<file path="src/hdl/srpt_pkg.sv">
// ----------------------------------------------------------------------------
// SRPT scheduler package
// Sizes, the queue entry record and the controller/datapath command and
// status groups.
// ----------------------------------------------------------------------------
package srpt_pkg;

  localparam int MAX_JOBS   = 16;
  localparam int TIME_BITS  = 16;
  localparam int ID_BITS    = 8;
  localparam int FIELD_BITS = 16;
  localparam int CNT_BITS   = $clog2(MAX_JOBS + 1);
  localparam int IDX_BITS   = $clog2(MAX_JOBS);

  typedef logic [TIME_BITS-1:0] time_t;
  typedef logic [ID_BITS-1:0]   id_t;
  typedef logic [CNT_BITS-1:0]  cnt_t;
  typedef logic [IDX_BITS-1:0]  idx_t;

  typedef struct packed {
    id_t   id;
    time_t arrival;
    time_t length;
    time_t wait_cnt;
    time_t run;
  } entry_t;

  typedef struct packed {
    logic load;
    logic scan_step;
    logic insert;
    logic age;
    logic retire;
    logic emit;
  } cmd_t;

  typedef struct packed {
    logic do_insert;
    logic scan_stop;
  } status_t;

endpackage

</file>
<file path="src/hdl/srpt_if.sv">
// ----------------------------------------------------------------------------
// SRPT scheduler channels
// Tick word channel and result word channel, each with valid and ready.
// ----------------------------------------------------------------------------
interface srpt_in_if;
  logic        valid;
  logic        ready;
  logic        arrive_valid;
  logic [15:0] arrive_length;

  modport source (output valid, output arrive_valid, output arrive_length, input ready);
  modport sink   (input valid, input arrive_valid, input arrive_length, output ready);
endinterface

interface srpt_out_if;
  logic        valid;
  logic        ready;
  logic        done_valid;
  logic [7:0]  done_id;
  logic [15:0] done_arrival;
  logic [15:0] done_length;
  logic [15:0] done_wait;
  logic [7:0]  running_id;
  logic [4:0]  queue_count;
  logic        queue_empty;
  logic        dropped;

  modport source (output valid, output done_valid, output done_id, output done_arrival,
                  output done_length, output done_wait, output running_id,
                  output queue_count, output queue_empty, output dropped, input ready);
  modport sink   (input valid, input done_valid, input done_id, input done_arrival,
                  input done_length, input done_wait, input running_id,
                  input queue_count, input queue_empty, input dropped, output ready);
endinterface

</file>
<file path="src/hdl/srpt_ctrl.sv">
// ----------------------------------------------------------------------------
// SRPT scheduler controller
// Sequences one tick: scan for the insert position, insert, age, retire and
// hand the result word to the output register.
// ----------------------------------------------------------------------------
module srpt_ctrl import srpt_pkg::*; (
  input  logic    clk,
  input  logic    rst,
  input  logic    in_valid,
  output logic    in_ready,
  output logic    out_valid,
  input  logic    out_ready,
  input  status_t stat,
  output cmd_t    cmd
);

  typedef enum logic [5:0] {
    ST_IDLE   = 6'b000001,
    ST_SCAN   = 6'b000010,
    ST_INSERT = 6'b000100,
    ST_AGE    = 6'b001000,
    ST_RETIRE = 6'b010000,
    ST_EMIT   = 6'b100000
  } state_t;

  state_t state, state_next;
  logic   out_free;

  assign in_ready = (state == ST_IDLE);
  assign out_free = !out_valid || out_ready;

  always_comb begin
    state_next = state;
    cmd        = '0;
    unique case (state)
      ST_IDLE: begin
        if (in_valid) begin
          cmd.load   = 1'b1;
          state_next = ST_SCAN;
        end
      end
      ST_SCAN: begin
        if (!stat.do_insert) begin
          state_next = ST_AGE;
        end else if (stat.scan_stop) begin
          state_next = ST_INSERT;
        end else begin
          cmd.scan_step = 1'b1;
        end
      end
      ST_INSERT: begin
        cmd.insert = 1'b1;
        state_next = ST_AGE;
      end
      ST_AGE: begin
        cmd.age    = 1'b1;
        state_next = ST_RETIRE;
      end
      ST_RETIRE: begin
        cmd.retire = 1'b1;
        state_next = ST_EMIT;
      end
      ST_EMIT: begin
        if (out_free) begin
          cmd.emit   = 1'b1;
          state_next = ST_IDLE;
        end
      end
      default: state_next = ST_IDLE;
    endcase
  end

  always_ff @(posedge clk) begin
    if (rst) begin
      state     <= ST_IDLE;
      out_valid <= 1'b0;
    end else begin
      state <= state_next;
      if (cmd.emit) begin
        out_valid <= 1'b1;
      end else if (out_ready) begin
        out_valid <= 1'b0;
      end
    end
  end

endmodule

</file>
<file path="src/hdl/srpt_dp.sv">
// ----------------------------------------------------------------------------
// SRPT scheduler datapath
// Ready queue held as a row of entry registers in remaining-time order, the
// scan pointer, the tick counters and the result register.
// ----------------------------------------------------------------------------
module srpt_dp import srpt_pkg::*; (
  input  logic        clk,
  input  logic        rst,
  input  cmd_t        cmd,
  output status_t     stat,
  input  logic        in_arrive,
  input  logic [15:0] in_length,
  output logic        o_done_valid,
  output logic [7:0]  o_done_id,
  output logic [15:0] o_done_arrival,
  output logic [15:0] o_done_length,
  output logic [15:0] o_done_wait,
  output logic [7:0]  o_running_id,
  output logic [4:0]  o_queue_count,
  output logic        o_queue_empty,
  output logic        o_dropped
);

  localparam time_t TMAX = '1;

  entry_t ent [MAX_JOBS];
  logic   arrive_q;
  logic   drop_q;
  time_t  len_q;
  cnt_t   ptr;
  cnt_t   count;
  time_t  cycle;
  id_t    next_id;
  logic   d_valid;
  entry_t d_ent;

  logic   full;
  logic   done_now;
  time_t  rem_head;
  time_t  rem_ptr;
  idx_t   ptr_idx;
  entry_t new_ent;

  function automatic time_t remaining(time_t l, time_t r);
    return (r >= l) ? '0 : time_t'(l - r);
  endfunction

  assign ptr_idx  = ptr[IDX_BITS-1:0];
  assign rem_head = remaining(ent[0].length, ent[0].run);
  assign rem_ptr  = remaining(ent[ptr_idx].length, ent[ptr_idx].run);
  assign full     = (count >= CNT_BITS'(MAX_JOBS));
  assign done_now = (count != '0) && (ent[0].run >= ent[0].length);

  assign stat.do_insert = arrive_q && !full;
  assign stat.scan_stop = (ptr == '0) ? ((count == '0) || (rem_head > len_q))
                                      : ((ptr >= count) || (rem_ptr >= len_q));

  assign new_ent = '{id: next_id, arrival: cycle, length: len_q, wait_cnt: '0, run: '0};

  for (genvar k = 0; k < MAX_JOBS; k++) begin : g_ent
    localparam cnt_t KC = CNT_BITS'(k);
    always_ff @(posedge clk) begin
      if (cmd.insert) begin
        if (KC == ptr) begin
          ent[k] <= new_ent;
        end else if (k > 0 && KC > ptr && KC <= count) begin
          ent[k] <= ent[(k > 0) ? k - 1 : 0];
        end
      end else if (cmd.age) begin
        if (k == 0) begin
          if (count != '0 && ent[k].run < TMAX) begin
            ent[k].run <= ent[k].run + time_t'(1);
          end
        end else if (KC < count && ent[k].wait_cnt < TMAX) begin
          ent[k].wait_cnt <= ent[k].wait_cnt + time_t'(1);
        end
      end else if (cmd.retire && done_now) begin
        if (k < MAX_JOBS - 1 && KC + cnt_t'(1) < count) begin
          ent[k] <= ent[(k < MAX_JOBS - 1) ? k + 1 : k];
        end
      end
    end
  end

  always_ff @(posedge clk) begin
    if (rst) begin
      count   <= '0;
      cycle   <= time_t'(1);
      next_id <= '0;
      ptr     <= '0;
    end else begin
      if (cmd.load) begin
        ptr <= '0;
      end else if (cmd.scan_step && !stat.scan_stop) begin
        ptr <= ptr + cnt_t'(1);
      end
      if (cmd.insert) begin
        count   <= count + cnt_t'(1);
        next_id <= next_id + id_t'(1);
      end else if (cmd.retire && done_now) begin
        count <= count - cnt_t'(1);
      end
      if (cmd.emit) begin
        cycle <= cycle + time_t'(1);
      end
    end
  end

  always_ff @(posedge clk) begin
    if (cmd.load) begin
      arrive_q <= in_arrive;
      drop_q   <= in_arrive && full;
      len_q    <= TIME_BITS'(in_length);
    end
    if (cmd.retire) begin
      d_valid <= done_now;
      d_ent   <= done_now ? ent[0] : '0;
    end
    if (cmd.emit) begin
      o_done_valid   <= d_valid;
      o_done_id      <= 8'(d_ent.id);
      o_done_arrival <= FIELD_BITS'(d_ent.arrival);
      o_done_length  <= FIELD_BITS'(d_ent.length);
      o_done_wait    <= FIELD_BITS'(d_ent.wait_cnt);
      o_running_id   <= (count != '0) ? 8'(ent[0].id) : 8'd0;
      o_queue_count  <= 5'(count);
      o_queue_empty  <= (count == '0);
      o_dropped      <= drop_q;
    end
  end

endmodule

</file>
<file path="src/hdl/srpt_scheduler_queue.sv">
// ----------------------------------------------------------------------------
// SRPT scheduler queue
// Shortest remaining processing time ready queue, one scheduler tick a word.
//
//   channel  | dir | payload
//   ---------+-----+---------------------------------------------------------
//   in_ch    | in  | arrive_valid, arrive_length
//   out_ch   | out | done_*, running_id, queue_count, queue_empty, dropped
//
// A tick passes scan, age, retire and emit; with an insert the scan steps
// entry by entry to the insert position (at most 15) and an insert follows.
// Reset clears the counters only; no clearing pass over the queue is needed.
// A new tick is taken while the previous result word waits in the output
// register; a tick stalls only at its end if that word has not been taken.
// ----------------------------------------------------------------------------
module srpt_scheduler_queue import srpt_pkg::*; (
  input logic       clk,
  input logic       rst,
  srpt_in_if.sink   in_ch,
  srpt_out_if.source out_ch
);

  cmd_t    cmd;
  status_t stat;

  srpt_ctrl u_ctrl (
    .clk       (clk),
    .rst       (rst),
    .in_valid  (in_ch.valid),
    .in_ready  (in_ch.ready),
    .out_valid (out_ch.valid),
    .out_ready (out_ch.ready),
    .stat      (stat),
    .cmd       (cmd)
  );

  srpt_dp u_dp (
    .clk            (clk),
    .rst            (rst),
    .cmd            (cmd),
    .stat           (stat),
    .in_arrive      (in_ch.arrive_valid),
    .in_length      (in_ch.arrive_length),
    .o_done_valid   (out_ch.done_valid),
    .o_done_id      (out_ch.done_id),
    .o_done_arrival (out_ch.done_arrival),
    .o_done_length  (out_ch.done_length),
    .o_done_wait    (out_ch.done_wait),
    .o_running_id   (out_ch.running_id),
    .o_queue_count  (out_ch.queue_count),
    .o_queue_empty  (out_ch.queue_empty),
    .o_dropped      (out_ch.dropped)
  );

  a_busy_after_accept: assert property (@(posedge clk) disable iff (rst)
    in_ch.valid && in_ch.ready |=> !in_ch.ready)
    else $error("tick accepted while the previous one is in progress");

  a_insert_not_full: assert property (@(posedge clk) disable iff (rst)
    cmd.insert |-> stat.do_insert)
    else $error("insert issued into a full queue");

  a_empty_running: assert property (@(posedge clk) disable iff (rst)
    out_ch.valid && out_ch.queue_empty |-> out_ch.running_id == 8'd0 &&
                                           out_ch.queue_count == 5'd0)
    else $error("empty queue reports a running job");

  a_drop_when_full: assert property (@(posedge clk) disable iff (rst)
    out_ch.valid && out_ch.dropped |-> out_ch.queue_count >= 5'(MAX_JOBS - 1))
    else $error("arrival dropped while the queue had room");

endmodule

</file>
<file path="src/flat_wrapper.sv">
// flat-port wrapper written by rule: the top's interface ports become plain ports
module srpt_scheduler_queue_flat import srpt_pkg::*;
  (clk, rst, in_ch_valid, in_ch_arrive_valid, in_ch_arrive_length, in_ch_ready, out_ch_valid, out_ch_done_valid, out_ch_done_id, out_ch_done_arrival, out_ch_done_length, out_ch_done_wait, out_ch_running_id, out_ch_queue_count, out_ch_queue_empty, out_ch_dropped, out_ch_ready);
  srpt_in_if in_ch_i ();
  srpt_out_if out_ch_i ();
  input logic clk;
  input logic rst;
  input wire logic [$bits(in_ch_i.valid)-1:0] in_ch_valid;
  input wire logic [$bits(in_ch_i.arrive_valid)-1:0] in_ch_arrive_valid;
  input wire logic [$bits(in_ch_i.arrive_length)-1:0] in_ch_arrive_length;
  output wire logic [$bits(in_ch_i.ready)-1:0] in_ch_ready;
  output wire logic [$bits(out_ch_i.valid)-1:0] out_ch_valid;
  output wire logic [$bits(out_ch_i.done_valid)-1:0] out_ch_done_valid;
  output wire logic [$bits(out_ch_i.done_id)-1:0] out_ch_done_id;
  output wire logic [$bits(out_ch_i.done_arrival)-1:0] out_ch_done_arrival;
  output wire logic [$bits(out_ch_i.done_length)-1:0] out_ch_done_length;
  output wire logic [$bits(out_ch_i.done_wait)-1:0] out_ch_done_wait;
  output wire logic [$bits(out_ch_i.running_id)-1:0] out_ch_running_id;
  output wire logic [$bits(out_ch_i.queue_count)-1:0] out_ch_queue_count;
  output wire logic [$bits(out_ch_i.queue_empty)-1:0] out_ch_queue_empty;
  output wire logic [$bits(out_ch_i.dropped)-1:0] out_ch_dropped;
  input wire logic [$bits(out_ch_i.ready)-1:0] out_ch_ready;
  assign in_ch_i.valid = in_ch_valid;
  assign in_ch_i.arrive_valid = in_ch_arrive_valid;
  assign in_ch_i.arrive_length = in_ch_arrive_length;
  assign in_ch_ready = in_ch_i.ready;
  assign out_ch_valid = out_ch_i.valid;
  assign out_ch_done_valid = out_ch_i.done_valid;
  assign out_ch_done_id = out_ch_i.done_id;
  assign out_ch_done_arrival = out_ch_i.done_arrival;
  assign out_ch_done_length = out_ch_i.done_length;
  assign out_ch_done_wait = out_ch_i.done_wait;
  assign out_ch_running_id = out_ch_i.running_id;
  assign out_ch_queue_count = out_ch_i.queue_count;
  assign out_ch_queue_empty = out_ch_i.queue_empty;
  assign out_ch_dropped = out_ch_i.dropped;
  assign out_ch_i.ready = out_ch_ready;
  srpt_scheduler_queue u_core (.clk(clk), .rst(rst), .in_ch(in_ch_i), .out_ch(out_ch_i));
endmodule
</file>
<file path="config.mk">
export PLATFORM = sky130hd
export DESIGN_NAME = srpt_scheduler_queue_flat
export DESIGN_NICKNAME = d
export VERILOG_FILES = /design/src/hdl/srpt_pkg.sv /design/src/hdl/srpt_if.sv /design/src/hdl/srpt_ctrl.sv /design/src/hdl/srpt_dp.sv /design/src/hdl/srpt_scheduler_queue.sv /design/src/flat_wrapper.sv
export SDC_FILE = /design/constraint.sdc
export NUM_CORES = 2
export LEC_CHECK = 0
export BUFFER_PORTS_ARGS = -buffer_cell sky130_fd_sc_hd__buf_4
export CAP_MARGIN = 10
export CORE_ASPECT_RATIO = 0.8
export CORE_MARGIN = 2
export CORE_UTILIZATION = 35
export DETAILED_ROUTE_END_ITERATION = 6
export GPL_TIMING_DRIVEN = 0
export PLACE_DENSITY = 0.46
export SKIP_CTS_REPAIR_TIMING = 1
export SLEW_MARGIN = 5
export SYNTH_ARGS = -nofsm -noshare
export SYNTH_HDL_FRONTEND = slang
export SYNTH_SLANG_ARGS = --single-unit
</file>
<file path="constraint.sdc">
create_clock -name clk -period 9.36 [get_ports clk]
set_clock_uncertainty 0.05 [all_clocks]
set_input_delay 0.936 -clock clk [delete_from_list [all_inputs] [get_ports clk]]
set_output_delay 0.936 -clock clk [all_outputs]
set_load 0.005 [all_outputs]
</file>
[Word-level counts from Yosys, hierarchy flattened]
Memories as Yosys holds them, arrays and structs flattened. A register that Yosys moved wholly into a read port is not among the register bits.
Index checks and enable logic that the tools add are counted.
Cells by class
  bitwise gates (word level): 75
  reductions and logical operators: 49
  magnitude comparators: 67
  multipliers: 0
  add/subtract/negate cells: 23
  multiplexer cells: 346
  eq/ne operators: 24
  div/mod/pow operators: 0
  shift operators: 0
Operators with widths (number)
  $mux W72: 15
  $mux W16: 47
  $mux W40: 14
  $add A16 B1 Y16 const B: 17
  $mux W1: 260
  $lt A16 B16 Y1 const B: 16
  $or A1 B1 Y1: 75
  $mux W56: 1
  $ge A16 B16 Y1: 3
  $eq A4 B5 Y1 const A: 8
  $gt A4 B5 Y1 const A: 8
  $le A4 B5 Y1 const A: 8
  $lt A4 B5 Y1 const A: 8
  $logic_and A1 B1 Y1: 36
  $pmux W6 S6: 1
  $sub A16 B16 Y16: 2
  $mux W6: 4
  $eq A3 B5 Y1 const A: 4
  $gt A3 B5 Y1 const A: 4
  $le A3 B5 Y1 const A: 4
  $lt A3 B5 Y1 const A: 4
  $gt A16 B16 Y1: 1
  $add A5 B1 Y5 const B: 2
  $eq A2 B5 Y1 const A: 2
  28 further kinds: 40
Word-level totals
  bits in latches: 0
  flip-flop bits (word level): 188
  memories kept: 1
  output and inout port bits: 74
  ROM bits: 0
  RAM bits: 1152
Memories
  u_core.u_dp.ent: depth 16, width 72, rd ports 17, clocked after Yosys merged registers in 1, wr ports 16, line srpt_dp.sv:26  | entry_t ent [MAX_JOBS];

[Logic depth before layout (Yosys ltp)]
An unclocked memory read counts as a cell.
  word-level depth: 12
  gate-level depth with buffers: 24
  depth with buffers taken out: 21

[Hierarchy]
From an unflattened synthesis, not the netlist that was laid out.
Unflattened totals
  cells, all modules: 6122
  area, all modules: 71567.4 sq um
Modules (own cells, without submodules)
  srpt_dp: cells an instance 6073, area an instance 71137.0 sq um, times used 1
  srpt_ctrl: cells an instance 49, area an instance 430.4 sq um, times used 1

[Worst setup path after synthesis]
Ideal clock, no wire load.
  path kind: register -> register
  from: register u_core.u_ctrl.state[3]
  to: memory u_core.u_dp.ent[10][16] (netlist bit), enable pin
  data required time: 8.935 ns
  path buffers: 2
  arrival: 6.333 ns
  library setup time: 0.375 ns
  cell stages (with the launch flop): 10
  slack: 2.602 ns
  clock period less this slack: 6.758 ns
  cells stage by stage: dfxtp_1 -> buf_2 -> nor2_1 -> nand2_1 -> nor3b_2 -> and2_1 -> o211ai_1 -> clkbuf_1 -> o21ai_0 -> nand2b_1
RTL lines
  start, declared: line srpt_ctrl.sv:26  | state_t state, state_next;
  start signal, assigned: line srpt_ctrl.sv:78  | state <= state_next;
  end, declared: line srpt_dp.sv:26

==> results.yml <==
worst_setup_path:
  startpoint_type: "register"
  crit_type: "register to register"
  reg2regPathDepth: 21
  critPathArrivalTime_ns: 9.33
  worstPathRequired_ns: 10.04
  crit_path_max_fanout: 10
  critPathSlowestCell: "clkbuf_1"
  critPathMaxStageDelay_ns: 0.93
  worst_path_most_repeated_cell: "a21oi_1"
  worstPathCellList: "clkbuf_1 > buf_1 > mux4_2 > mux4_2 > ha_1 > a21oi_1 > o211ai_1 > a311oi_1 > a21oi_1 > o21ai_1 > clkbuf_1 > nor2_1 > ha_1 > a21oi_1 > o21ai_0 > nand2b_1 > o211a_1 > a221oi_2 > buf_6 > and2b_2 > o21ai_0"
  critical_path.endpoint_type: "register"
synthesis:
  synth_cell_types: 90
  synth_cells: 6007
  async_flop_share_pct: 0
  synthesis.nets: 6125
  avgSynthCellArea_um2: 12.0
  synth_edf_count: 1299
  ys.warnings.count: 0
  syn_area_um2: 72000
  synth.ff_latch_count: 1344
  seq_area_frac_synth_pct: 55.4
  synth_top_flop_cell: "edfxtp_1"
sta:
  period_needed_ns: 8.65
  max_freq_mhz: 116
  drv_slew: 0
  fin_hold_ws_ns: 0.249
  setup_viol: 0
  rsz0062_at_grt: "no"
  hold_viol: 0
  worstMarginPinSlew_ns: 1.47
  slew_headroom_pct: 1.75
  period_share_pct: 92.4
  finalSetupTns_ns: 0
global_route:
  grt_max_degree: 44
  antenna_found_initial: 19
  grt_pass1_wl_um: 399000
  grt_overflow: 0
  grt_usage_pct: 26.6
  grt_pass1_vias: 50900
worst_hold_path:
  min_path_type: "input port to register"
  worstHoldPathCells: 1
floorplan:
  die_y_um: 410
  chipWidth_um: 511
  core-area_um2: 204000
  die_area_um2: 209000
  rows: 148
  initial_core_util_pct: 35.3
  ios: 95
clock_tree:
  clock_latency_ns: 0.81
  cts_root_buffer: "clkbuf_16"
  htree_levels: 4
  numCtsBuffers: 148
  cts_tree: "built"
  clk_pin_slew_ns: 0.06
  cts_buffer_depth: 3
  clock-sinks: 1344
route:
  drtPass1Iterations: 6
  vias: 54100
  routed_wl_um: 284000
  ant_nets: 0
  drc_errors: 0
  vias_per_cell: 5.92
  wl_per_cell_um: 31.0
  drt_iter0_markers: 6957
outcome:
  outcome: "finished clean"
finish:
  final_common_cell: "edfxtp_1"
  final_cell_mix: "edfxtp_1 (1299), nand2_1 (722), mux2i_1 (520)"
  instances_no_fill: 9148
  fin_nets: 6436
  drive_above_1_share_pct: 13.1
  syn_to_final_growth_pct: 13.8
flow_run:
  maxCapViolations: 0
power_and_ir_drop:
  cellPowerDensity_nw_per_um2: 155
  leakage_nw: 25.3
  vdd.ir_drop.worst_uv: 177
placed_design:
  portBuffers: 94
  gp_congestion: 0.895
  hpwlAfterDp_um: 215000
  placed_cells: 8864
==> through the flow <==
stage / cell area, µm² / setup slack (ns) / util (%) / total power [mW]
floorplan: 72000 / 2.60 / - / 6.86
global placement: 76100 / -4.85 / 37.3 / 6.97
detailed placement: 77200 / -1.01 / 37.9 / 6.97
CTS: 81900 / -1.06 / 40.1 / 12.8
global route: 81900 / 0.306 / 40.2 / 13.0
finish: 82000 / 0.715 / 40.2 / 12.7
==> final cells by class <==
type	count	area (µm²)
antenna	9	22.5
clock buffer	196	4030
fill	19700	122000
clock inverter	75	579
tap	2700	3380
buffer	472	2180
sequential	1344	39900
inverter	107	402
timing repair buffer	162	1740
multi-input combinational	4083	29700
==> report_power, final <==
part	switching [mW]	internal, mW
combinational	0.163	0.0996
clock	2.63	3.23
sequential	0.0291	6.56
total	2.82	9.88
==> path summary, 6_finish.rpt <==
| check | startpoint | slack [ns] | end |
|---|---|---|---|
| setup / recovery | register | 0.71 | register |
| hold / removal | in_ch_arrive_length[5] | 0.25 | u_core.u_dp.len_q[5] |
| hold reg to reg | u_core.u_dp.d_ent[39] | 0.37 | u_core.u_dp.o_done_length[7] |
| setup reg to reg | register | 0.71 | register |
==> metal layers <==
layer  vias up  part of all wire (%)  track usage [%]
met3       358                   9.5             5.66
met1     27800                    48             41.9
met2      2555                    40             36.3
met5         -                0.0046                0
met4         2                   2.5             6.35
li1      23400                     -                -
==> cell families after synthesis <==
family	after synthesis	synth area share [%]
AOI/OAI and AO/OA	1290	12.3
xor gates and xnor gates	262	3.19
adders and majority gates	97	1.71
buffers and inverters	580	3.57
DFF	1344	55.4
muxes	757	13.4
and+or+nand+nor	1677	10.4
==> worst max-delay path, delay by kind of cell, from the launching register on <==
| kind | cells | cell delay [ns] |
|---|---|---|
| muxes | 2 | 1.19 |
| DFF | 1 | 0.38 |
| AOI/OAI and AO/OA | 10 | 3.15 |
| and+or+nand+nor | 3 | 0.58 |
| buffers and inverters | 4 | 2.43 |
| adders and majority gates | 2 | 0.72 |
==> Yosys cell counts (all sizes together) (100+ instances only) <==
master / count / area (µm²)
a221o: 191 / 1910
nor2: 422 / 1600
buf: 199 / 1140
edfxtp: 1299 / 39000
mux4: 160 / 3600
clkbuf: 274 / 1030
mux2i: 520 / 5200
o21ai: 545 / 2750
inv: 107 / 402
a21oi: 153 / 769
a22o: 223 / 1950
xor2: 173 / 1520
nand2: 724 / 2720
nand3: 128 / 641
and2: 100 / 627
==> registers in the layout, summed over array words and instances, names as in the netlist, 8 cells and up, named ones only <==
name,flops
u_core.u_dp.o_done_length,16
u_core.u_dp.o_done_arrival,16
u_core.u_dp.d_ent,56
u_core.u_dp.len_q,16
u_core.u_dp.next_id,8
u_core.u_dp.o_done_id,8
u_core.u_dp.ent,1152
u_core.u_dp.o_done_wait,16
u_core.u_dp.cycle,16
u_core.u_dp.o_running_id,8
Power figures use the tool's default switching activity.
